File: src/rtl/core/sha256_pkg.sv
// shared types, constants and rotate function of the sha-256 hasher
package sha256_pkg;

  localparam int unsigned QueueDepth = 4;
  localparam int unsigned QueueAw    = 2;

  typedef logic [31:0] word_t;

  typedef struct packed {
    logic  msg_end;
    word_t data;
  } qentry_t;

  localparam word_t PadWord = 32'h8000_0000;

  localparam word_t IV [8] = '{
    32'h6a09e667, 32'hbb67ae85, 32'h3c6ef372, 32'ha54ff53a,
    32'h510e527f, 32'h9b05688c, 32'h1f83d9ab, 32'h5be0cd19
  };

  localparam word_t K [64] = '{
    32'h428a2f98, 32'h71374491, 32'hb5c0fbcf, 32'he9b5dba5,
    32'h3956c25b, 32'h59f111f1, 32'h923f82a4, 32'hab1c5ed5,
    32'hd807aa98, 32'h12835b01, 32'h243185be, 32'h550c7dc3,
    32'h72be5d74, 32'h80deb1fe, 32'h9bdc06a7, 32'hc19bf174,
    32'he49b69c1, 32'hefbe4786, 32'h0fc19dc6, 32'h240ca1cc,
    32'h2de92c6f, 32'h4a7484aa, 32'h5cb0a9dc, 32'h76f988da,
    32'h983e5152, 32'ha831c66d, 32'hb00327c8, 32'hbf597fc7,
    32'hc6e00bf3, 32'hd5a79147, 32'h06ca6351, 32'h14292967,
    32'h27b70a85, 32'h2e1b2138, 32'h4d2c6dfc, 32'h53380d13,
    32'h650a7354, 32'h766a0abb, 32'h81c2c92e, 32'h92722c85,
    32'ha2bfe8a1, 32'ha81a664b, 32'hc24b8b70, 32'hc76c51a3,
    32'hd192e819, 32'hd6990624, 32'hf40e3585, 32'h106aa070,
    32'h19a4c116, 32'h1e376c08, 32'h2748774c, 32'h34b0bcb5,
    32'h391c0cb3, 32'h4ed8aa4a, 32'h5b9cca4f, 32'h682e6ff3,
    32'h748f82ee, 32'h78a5636f, 32'h84c87814, 32'h8cc70208,
    32'h90befffa, 32'ha4506ceb, 32'hbef9a3f7, 32'hc67178f2
  };

  function automatic word_t rotr(input word_t x, input int unsigned n);
    rotr = (x >> n) | (x << (32 - n));
  endfunction

endpackage

File: src/rtl/core/sha256_front.sv
// front end: accepts message words, applies padding and length, feeds the queue
module sha256_front (
  input  logic                clk,
  input  logic                rst,
  input  logic                in_valid,
  output logic                in_ready,
  input  sha256_pkg::word_t   in_word,
  input  logic [2:0]          in_count,
  input  logic                in_last,
  output logic                q_push,
  output sha256_pkg::qentry_t q_data,
  input  logic                q_full
);

  typedef enum logic [3:0] {
    F_ACCEPT = 4'b0001,
    F_PAD    = 4'b0010,
    F_ZERO   = 4'b0100,
    F_LENLO  = 4'b1000
  } fstate_t;

  fstate_t      state, state_next;
  logic [3:0]   pos;
  logic [63:0]  bit_len;
  logic [2:0]   cnt_sat;
  logic         acc;
  sha256_pkg::word_t keep, pad;

  assign in_ready = (state == F_ACCEPT) && !q_full;
  assign acc      = in_valid && in_ready;
  assign cnt_sat  = (!in_last || in_count > 3'd4) ? 3'd4 : in_count;

  always_comb begin
    case (cnt_sat)
      3'd1:    begin keep = 32'hff00_0000; pad = 32'h0080_0000; end
      3'd2:    begin keep = 32'hffff_0000; pad = 32'h0000_8000; end
      3'd3:    begin keep = 32'hffff_ff00; pad = 32'h0000_0080; end
      default: begin keep = 32'h0000_0000; pad = sha256_pkg::PadWord; end
    endcase
  end

  always_comb begin
    state_next     = state;
    q_push         = 1'b0;
    q_data.msg_end = 1'b0;
    q_data.data    = in_word;
    unique case (state)
      F_ACCEPT: begin
        q_push = acc;
        if (acc && in_last) begin
          if (cnt_sat == 3'd4) begin
            state_next = F_PAD;
          end else begin
            q_data.data = (in_word & keep) | pad;
            state_next  = F_ZERO;
          end
        end
      end
      F_PAD: begin
        q_push      = !q_full;
        q_data.data = sha256_pkg::PadWord;
        if (!q_full) state_next = F_ZERO;
      end
      F_ZERO: begin
        q_push = !q_full;
        if (pos == 4'd14) begin
          q_data.data = bit_len[63:32];
          if (!q_full) state_next = F_LENLO;
        end else begin
          q_data.data = '0;
        end
      end
      F_LENLO: begin
        q_push         = !q_full;
        q_data.data    = bit_len[31:0];
        q_data.msg_end = 1'b1;
        if (!q_full) state_next = F_ACCEPT;
      end
      default: state_next = F_ACCEPT;
    endcase
  end

  always_ff @(posedge clk) begin
    if (rst) begin
      state   <= F_ACCEPT;
      pos     <= '0;
      bit_len <= '0;
    end else begin
      state <= state_next;
      if (q_push) pos <= q_data.msg_end ? 4'd0 : pos + 4'd1;
      if (q_push && q_data.msg_end) begin
        bit_len <= '0;
      end else if (acc) begin
        bit_len <= bit_len + {58'd0, cnt_sat, 3'd0};
      end
    end
  end

endmodule

File: src/rtl/core/sha256_queue.sv
// short word queue between front and back end
module sha256_queue (
  input  logic                clk,
  input  logic                rst,
  input  logic                push,
  input  sha256_pkg::qentry_t push_data,
  output logic                full,
  input  logic                pop,
  output sha256_pkg::qentry_t pop_data,
  output logic                empty
);

  sha256_pkg::qentry_t mem [sha256_pkg::QueueDepth];
  logic [sha256_pkg::QueueAw-1:0] wptr, rptr;
  logic [sha256_pkg::QueueAw:0]   fill;

  assign full     = fill == (sha256_pkg::QueueAw+1)'(sha256_pkg::QueueDepth);
  assign empty    = fill == '0;
  assign pop_data = mem[rptr];

  always_ff @(posedge clk) begin
    if (push) mem[wptr] <= push_data;
  end

  always_ff @(posedge clk) begin
    if (rst) begin
      wptr <= '0;
      rptr <= '0;
      fill <= '0;
    end else begin
      if (push) wptr <= wptr + 1'b1;
      if (pop) rptr <= rptr + 1'b1;
      fill <= fill + {{sha256_pkg::QueueAw{1'b0}}, push} - {{sha256_pkg::QueueAw{1'b0}}, pop};
    end
  end

endmodule

File: src/rtl/core/sha256_back.sv
// back end: schedule window, 64-round compression and digest register
module sha256_back (
  input  logic                clk,
  input  logic                rst,
  input  sha256_pkg::qentry_t q_data,
  input  logic                q_empty,
  output logic                q_pop,
  output logic                out_valid,
  input  logic                out_ready,
  output logic [255:0]        out_data
);

  typedef enum logic [2:0] {
    B_LOAD  = 3'b001,
    B_ROUND = 3'b010,
    B_FINAL = 3'b100
  } bstate_t;

  bstate_t state;
  sha256_pkg::word_t win [16];
  sha256_pkg::word_t cv [8];
  sha256_pkg::word_t wv [8];
  logic [3:0] load_cnt;
  logic [5:0] rnd;
  logic       blk_end;
  logic       out_free;
  sha256_pkg::word_t s0, s1, wnew, t1, t2, e, a;
  sha256_pkg::word_t sum [8];

  assign out_free = !out_valid || out_ready;
  assign q_pop    = (state == B_LOAD) && !q_empty;

  always_comb begin
    s1   = sha256_pkg::rotr(win[14], 17) ^ sha256_pkg::rotr(win[14], 19) ^ (win[14] >> 10);
    s0   = sha256_pkg::rotr(win[1], 7) ^ sha256_pkg::rotr(win[1], 18) ^ (win[1] >> 3);
    wnew = s1 + win[9] + s0 + win[0];
    e    = wv[4];
    a    = wv[0];
    t1   = wv[7] + (sha256_pkg::rotr(e, 6) ^ sha256_pkg::rotr(e, 11) ^ sha256_pkg::rotr(e, 25))
         + ((e & wv[5]) ^ (~e & wv[6])) + sha256_pkg::K[rnd] + win[0];
    t2   = (sha256_pkg::rotr(a, 2) ^ sha256_pkg::rotr(a, 13) ^ sha256_pkg::rotr(a, 22))
         + ((a & wv[1]) ^ (a & wv[2]) ^ (wv[1] & wv[2]));
    for (int i = 0; i < 8; i++) sum[i] = cv[i] + wv[i];
  end

  always_ff @(posedge clk) begin
    if (q_pop) begin
      for (int i = 0; i < 15; i++) win[i] <= win[i+1];
      win[15] <= q_data.data;
      blk_end <= q_data.msg_end;
    end else if (state == B_ROUND) begin
      for (int i = 0; i < 15; i++) win[i] <= win[i+1];
      win[15] <= wnew;
    end
    if (state == B_LOAD) begin
      for (int i = 0; i < 8; i++) wv[i] <= cv[i];
    end else if (state == B_ROUND) begin
      wv[7] <= wv[6];
      wv[6] <= wv[5];
      wv[5] <= wv[4];
      wv[4] <= wv[3] + t1;
      wv[3] <= wv[2];
      wv[2] <= wv[1];
      wv[1] <= wv[0];
      wv[0] <= t1 + t2;
    end
    if (state == B_FINAL && blk_end && out_free) begin
      for (int i = 0; i < 4; i++) begin
        out_data[64*i +: 64] <= {sum[2*i], sum[2*i+1]};
      end
    end
  end

  always_ff @(posedge clk) begin
    if (rst) begin
      state     <= B_LOAD;
      load_cnt  <= '0;
      rnd       <= '0;
      out_valid <= 1'b0;
      for (int i = 0; i < 8; i++) cv[i] <= sha256_pkg::IV[i];
    end else begin
      if (state == B_FINAL && blk_end && out_free) begin
        out_valid <= 1'b1;
      end else if (out_ready) begin
        out_valid <= 1'b0;
      end
      unique case (state)
        B_LOAD: begin
          if (q_pop) begin
            load_cnt <= load_cnt + 4'd1;
            if (load_cnt == 4'd15) state <= B_ROUND;
          end
        end
        B_ROUND: begin
          rnd <= rnd + 6'd1;
          if (rnd == 6'd63) state <= B_FINAL;
        end
        B_FINAL: begin
          if (!blk_end) begin
            for (int i = 0; i < 8; i++) cv[i] <= sum[i];
            state <= B_LOAD;
          end else if (out_free) begin
            for (int i = 0; i < 8; i++) cv[i] <= sha256_pkg::IV[i];
            state <= B_LOAD;
          end
        end
        default: state <= B_LOAD;
      endcase
    end
  end

endmodule

File: src/rtl/core/sha256_message_hasher.sv
// top level of the sha-256 message hasher
// Takes a message as big-endian 32-bit words and returns the 256-bit SHA-256
// digest after the word marked tlast. The front end pads and appends the bit
// length while the back end compresses; a 16-word block is loaded word by
// word in B_LOAD, compressed in 64 rounds in B_ROUND (one round per cycle) and
// finished in B_FINAL, which waits for the output on a message's last block.
// The last word's block is filled out with the pad and length words, and one
// more block follows when the pad leaves no room for the two length words.
module sha256_message_hasher (
  input  logic         clk,
  input  logic         rst,
  input  logic         s_tvalid,
  output logic         s_tready,
  input  logic [39:0]  s_tdata,   // message_word [31:0], byte_count [34:32]
  input  logic         s_tlast,
  output logic         m_tvalid,
  input  logic         m_tready,
  output logic [255:0] m_tdata    // digest_high, digest_upper_mid, digest_lower_mid, digest_low
);

  sha256_pkg::qentry_t push_data, pop_data;
  logic push, pop, full, empty;

  sha256_front u_front (
    .clk      (clk),
    .rst      (rst),
    .in_valid (s_tvalid),
    .in_ready (s_tready),
    .in_word  (s_tdata[31:0]),
    .in_count (s_tdata[34:32]),
    .in_last  (s_tlast),
    .q_push   (push),
    .q_data   (push_data),
    .q_full   (full)
  );

  sha256_queue u_queue (
    .clk       (clk),
    .rst       (rst),
    .push      (push),
    .push_data (push_data),
    .full      (full),
    .pop       (pop),
    .pop_data  (pop_data),
    .empty     (empty)
  );

  sha256_back u_back (
    .clk       (clk),
    .rst       (rst),
    .q_data    (pop_data),
    .q_empty   (empty),
    .q_pop     (pop),
    .out_valid (m_tvalid),
    .out_ready (m_tready),
    .out_data  (m_tdata)
  );

endmodule

File: config.mk
export PLATFORM = sky130hd
export DESIGN_NAME = sha256_message_hasher
export DESIGN_NICKNAME = d
export VERILOG_FILES = /design/src/rtl/core/sha256_pkg.sv /design/src/rtl/core/sha256_front.sv /design/src/rtl/core/sha256_queue.sv /design/src/rtl/core/sha256_back.sv /design/src/rtl/core/sha256_message_hasher.sv
export SDC_FILE = /design/constraint.sdc
export NUM_CORES = 2
export LEC_CHECK = 0
export BUFFER_PORTS_ARGS = -buffer_cell sky130_fd_sc_hd__buf_2
export CORE_ASPECT_RATIO = 1.2
export CORE_MARGIN = 2
export CORE_UTILIZATION = 50
export DETAILED_ROUTE_END_ITERATION = 8
export PLACE_DENSITY = 0.69
export SYNTH_ARGS = -nofsm -noshare
export SYNTH_HDL_FRONTEND = slang
export SYNTH_SLANG_ARGS = --single-unit
export TNS_END_PERCENT = 20
File: constraint.sdc
create_clock -name clk -period 43.7 [get_ports clk]
set_input_delay 8.74 -clock clk [delete_from_list [all_inputs] [get_ports clk]]
set_output_delay 8.74 -clock clk [all_outputs]
set_load 0.005 [all_outputs]
# --- Word level (Yosys, flattened, before mapping) ---
# Memory sizes are Yosys's and may differ from the RTL's. A register that Yosys moved wholly into a read port is not among the register bits.
# Cells that the tools add are included.
word_totals:
  mem_bits_rw: 1156
  rom_bits: 2048
  out_inout_bits: 258
  wordCells: 250
  mem_count: 5
  reg_bits: 350
  input_bits: 45
memory_table:
  columns: ["memory", "words", "word_bits", "rd", "rd_clocked_by_memory_dff", "write_ports", "line_no", "text"]
  rows:
  - ["(name not given)", 64, 32, 1, 0, 0, "sha256_back.sv:40", "+ ((e & wv[5]) ^ (~e & wv[6])) + sha256_pkg::K[rnd] + win[0];"]
  - ["u_back.win", 16, 32, 16, 0, 16, "sha256_back.sv:20", "sha256_pkg::word_t win [16];"]
  - ["u_back.cv", 8, 32, 8, 0, 8, "sha256_back.sv:21", "sha256_pkg::word_t cv [8];"]
  - ["u_back.wv", 8, 32, 8, 0, 8, "sha256_back.sv:22", "sha256_pkg::word_t wv [8];"]
  - ["u_queue.mem", 4, 33, 1, 1, 1, "sha256_queue.sv:13", "sha256_pkg::qentry_t mem [sha256_pkg::QueueDepth];"]
classes:
  magnitude_cmp: 2
  reduce_logical: 20
  n_eq_ne: 24
  n_mux: 91
  bitwise_logic: 70
  addsub: 26
ops:
  columns: ["operator", "n"]
  rows:
  - ["2-to-1 mux 32 bit", 45]
  - ["adder 32 bit", 18]
  - ["XOR 32 bit", 9]
  - ["AND 32 bit", 6]
  - ["one-hot mux 32 bit (3 select lines)", 2]
  - ["one-hot mux 32 bit (4 select lines)", 1]
  - ["adder 64 x 6 -> 64 bit", 1]
  - ["OR 1 bit", 40]
  - ["NOT 32 bit", 1]
  - ["OR 10 x 32 -> 32 bit", 1]
  - ["OR 13 x 32 -> 32 bit", 1]
  - ["OR 14 x 32 -> 32 bit", 1]
  - ["OR 15 x 32 -> 32 bit", 1]
  - ["OR 19 x 32 -> 32 bit", 1]
  - ["OR 21 x 32 -> 32 bit", 1]
  - ["OR 25 x 32 -> 32 bit", 1]
  - ["OR 26 x 32 -> 32 bit", 1]
  - ["OR 30 x 32 -> 32 bit", 1]
  - ["OR 32 bit", 1]
  - ["OR 7 x 32 -> 32 bit", 1]
  - ["XOR 32 x 22 -> 32 bit", 1]
  - ["XOR 32 x 29 -> 32 bit", 1]
  - ["2-to-1 mux 1 bit", 25]
  - ["2-to-1 mux 4 bit", 6]
  - ["34 further kinds", 66]

# --- Longest topological paths before layout ---
depth:
  word_depth: 10
  depth_mapped: 40
  ltp_nobuf: 37

# --- By module ---
# A second synthesis with hierarchy kept.
unflattened:
  hier_cells: 7021
  area_unflattened_um2: 80344.6
by_module_without_submodules:
  columns: ["mod", "n_inst", "cells_per_inst", "area_per_inst_um2", "seq_area_each_um2"]
  rows:
  - ["sha256_back", 1, 6265, 70797.9, 37465.9]
  - ["sha256_queue", 1, 215, 5247.5, 4144.0]
  - ["sha256_front", 1, 541, 4299.1, 1381.3]

# --- Worst setup path before layout ---
# Ideal clock, no wire load.
synth_timing:
  path_kind: "input -> register"
  start: "input m_tready"
  end: "memory u_back.cv[0][100] in the netlist's numbering, enable pin"
  n_path_buf: 1
  required_ns: 43.251
  path_stages: 6
  setup_ns: 0.449
  setup_slack_ns: 19.830
  arrival_time_ns: 23.421
  cell_sequence: "nand2b_1 -> nor2b_1 -> or2_2 -> clkbuf_1 -> nor2_1 -> inv_1"
synth_rtl:
  columns: ["element", "line_no", "text"]
  rows:
  - ["from (decl)", "sha256_message_hasher.sv:17", "input logic m_tready,"]
  - ["to (decl)", "sha256_back.sv:21", null]

# --- Worst setup path after layout ---
layout_timing:
  start: "input s_tlast"
  end: "register u_front.bit_len[63]"
layout_via:
  elab_chain_len: 4
layout_rtl:
  columns: ["element", "line_no", "text"]
  rows:
  - ["from (decl)", "sha256_message_hasher.sv:15", "input logic s_tlast,"]
  - ["zero test 1 bit", "sha256_front.sv:31", "assign cnt_sat = (!in_last || in_count > 3'd4) ? 3'd4 : in_count;"]
  - ["logical OR 1 bit", "sha256_front.sv:31", null]
  - ["2-to-1 mux 3 bit", "sha256_front.sv:31", null]
  - ["adder 64 x 6 -> 64 bit", "sha256_front.sv:94", "bit_len <= bit_len + {58'd0, cnt_sat, 3'd0};"]
  - ["to (signal assigned)", "sha256_front.sv:94", null]
  - ["to (decl)", "sha256_front.sv:24", "logic [63:0] bit_len;"]
# Every way passes these cells.
# A chain may end at the register's enable or synchronous reset.

==> flow_metrics.py <==
metrics = {
    "run_status": {
        "status": "finished, final reports clean",
    },
    "sta": {
        "fin_crit_ns": 12.03,
        "slew_violations": 0,
        "finClkSkew_ns": 0.0424,
        "fmax_mhz": 83.2,
        "setup_viol": 0,
        "max-slew-margin-rel": 0.252,
        "grt_setup_unrepaired": "no",
        "fin_tns_setup_ns": 0,
        "finalCritPeriodShare": 0.275,
        "finalHoldViolCount": 0,
        "worst_pin_slew_ns": 1.12,
    },
    "logic_synthesis": {
        "ys_async_sr_fraction": 0,
        "ys_types": 84,
        "ys_seq_elements": 1505,
        "ys_seq_area_frac": 0.534,
        "synthAdderAreaFrac": 0.115,
        "yosys.area_share.simple": 0.119,
        "synth-edff-count": 1285,
        "synthFlopType": "edfxtp_1",
        "synth_top_family_by_area": "simple AND/OR/NAND/NOR gates",
        "syn_inst": 7112,
        "syn_nets": 7759,
        "syn_area_per_cell_um2": 11.3,
        "netlist_area_um2": 80500,
        "synth_warnings": 0,
        "synth_compound_area_frac": 0.111,
        "synth.area.mux_share": 0.0174,
        "synth_xor_area_frac": 0.0713,
    },
    "clocking": {
        "clk_pin_slew_ns": 0.06,
        "cts_tree": "yes",
        "insertion_delay_ns": 0.83,
        "cts.htree.levels": 4,
        "cts_buffers": 152,
        "cts_setup_buffers": 0,
        "clock-sinks": 1505,
        "cts_resized": 0,
        "cts_root_buf": "clkbuf_16",
        "cts-hold-fix-buffers": 0,
        "clockBufferDepth": 3,
    },
    "placement": {
        "hpwl_um": 171000,
        "io_buffers": 297,
        "placed_area_um2": 84200,
        "post-place-cells": 9308,
        "gp_congestion": 0.951,
    },
    "drt": {
        "ant_nets": 0,
        "drc": 0,
        "drtPass1Iterations": 6,
        "totalWireLength_um": 233000,
        "vias": 56000,
        "via_per_inst": 5.84,
        "drtIter0Drc": 5779,
        "wire_per_inst_um": 24.3,
    },
    "grt": {
        "first_global_vias": 54000,
        "grt_overflow_total": 0,
        "grt_antenna_before_repair": 4,
        "grt_pass1_wl_um": 343000,
        "grt_max_degree": 202,
        "grt.total_usage": 0.282,
    },
    "finish": {
        "seq_area_um2": 43000,
        "nets": 7990,
        "syn_to_final_growth_pct": 11.0,
        "stdcell_count": 9589,
        "fillers": 13400,
        "final_area_um2": 89300,
        "multiInputGateArea_um2": 35000,
        "post_route_cells_drive_above_1_share": 0.0933,
    },
    "floorplanning": {
        "start_util": 0.503,
        "die_area_um2": 164000,
        "coreArea_um2": 160000,
        "placementRows": 161,
        "die_h_um": 444,
        "ioPinCount": 303,
        "die_w_um": 370,
    },
    "critical_path": {
        "slowest_stage": "or3_1",
        "required_ns": 44.43,
        "crit_path_end_kind": "flop",
        "criticalPathCategory": "input pin to flop",
        "path_cells": "buf_2, nor2b_1, and2_1, ha_1, inv_1, fa_1, nor2b_1, o211ai_1, nor3_1, and2_1, nand2b_2, nor3_1, nand4_1, or3_1, a21oi_1",
        "critPathLaunchType": "input pin",
        "max_stage_delay_ns": 0.46,
        "crit_fanout": 8,
        "arrival_ns": 12.75,
    },
    "pwr": {
        "power_density_nw_per_um2": 90.9,
        "power.leakage_nw": 34.7,
        "peakVddDrop_v": 0.000171,
    },
    "flow_run": {
        "drv_cap": 0,
    },
    "min_path": {
        "min_path_type": "flop to flop",
    },
}
[Yosys cell counts (all sizes together), types with 37 or more instances]
cell type	number	area, um^2
mux2i	39	390
o211ai	37	278
o21ai	343	1720
nand4	40	265
xor2	244	2140
and3	43	269
nor3	86	430
nand3	116	581
nor2	425	1600
edfxtp	1285	38600
and2	76	475
inv	401	1510
clkbuf	252	947
nand2	1053	3960
nand2b	122	766
nor2b	64	400
a31oi	60	375
or3	48	305
mux4	41	923
dfxtp	220	4400
a21o	167	1250
o21a	72	541
fa	197	3940
a211oi	46	345
ha	405	5070
xnor2	411	3600
a21oi	388	1940
[through the flow]
step / total power [W] / util / worst slack [ns] / hold slack (ns)
floorplan: 0.00548 / - / 19.83 / 0.400
global placement: 0.00661 / 0.526 / 30.98 / 0.400
detailed placement: 0.00669 / 0.526 / 30.93 / 0.405
CTS: 0.00810 / 0.558 / 31.78 / 0.398
global route: 0.00867 / 0.558 / 31.48 / 0.416
finish: 0.00813 / 0.558 / 31.67 / 0.398
[worst paths after layout]
| check | from | endpoint | slack, ns | cells after the start |
|---|---|---|---|---|
| setup / recovery | s_tlast | u_front.bit_len[63] | 31.67 | 15 |
| hold / removal | u_back.win[3][29] | u_back.win[2][29] | 0.40 | 0 |
| setup reg to reg | u_back.rnd[0] | u_back.wv[0][28] | 32.84 | 31 |
| hold reg to reg | u_back.win[3][29] | u_back.win[2][29] | 0.40 | 0 |
[sequential cells by signal (all words and copies together), names as in the netlist, named ones only]
signal            flops
u_back.state          3
u_back.cv           256
u_queue.wptr          2
u_queue.mem         132
u_queue.fill          3
u_back.rnd            6
u_back.load_cnt       4
u_back.out_data     256
u_queue.rptr          2
u_back.wv           256
u_back.out_valid      1
u_front.state         4
u_front.pos           4
u_back.blk_end        1
u_back.win          512
u_front.bit_len      61
[routing by layer]
layer  global-route usage  routed length, um
met2                0.440             107000
met3               0.0425              16300
met4                0.145              13600
met1                0.382              96400
met5                    0                 27
[placed cells by master (no fill, tap or decap), types with 166 or more instances in the layout]
master    instances
edfxtp_1       1285
nand2_1        1050
nor2_1          420
xnor2_1         411
ha_1            405
inv_1           399
a21oi_1         387
o21ai_0         343
buf_2           297
xor2_1          244
dfxtp_1         215
fa_1            197
a21o_1          166
[report_power, final]
group | internal [W] | total, W | switching [W] | leakage (nW)
logic | 0.00172 | 0.00451 | 0.00278 | 18.3
clock network | 0.000774 | 0.00135 | 0.000580 | 2.50
registers | 0.00207 | 0.00227 | 0.000200 | 13.9
[final cells by class]
cell class                      count  share of cell area
Antenna cell                        3           0.0000840
Clock buffer                      183              0.0451
Clock inverter                     95              0.0127
Sequential cell                  1505               0.481
Multi-Input combinational cell   4916               0.392
Inverter                          405              0.0170
Tap cell                         2119              0.0297
Timing Repair Buffer              363              0.0225
[worst max-delay path, delay by kind of cell]
family | cells | cell delay, ns
AND/OR/NAND/NOR | 9 | 2.99
AO/OA/AOI/OAI | 2 | 0.28
adder cells (fa/ha/maj) | 2 | 0.57
buffers and inverters | 2 | 0.15
[cells by family after synthesis]
family / Yosys count
compound gates: 1407
simple gates: 2140
fa+ha+maj: 626
xor+xnor: 655
buf+inv: 691
flops: 1505
mux: 88
Note: power is estimated with default switching activity, not from simulation.
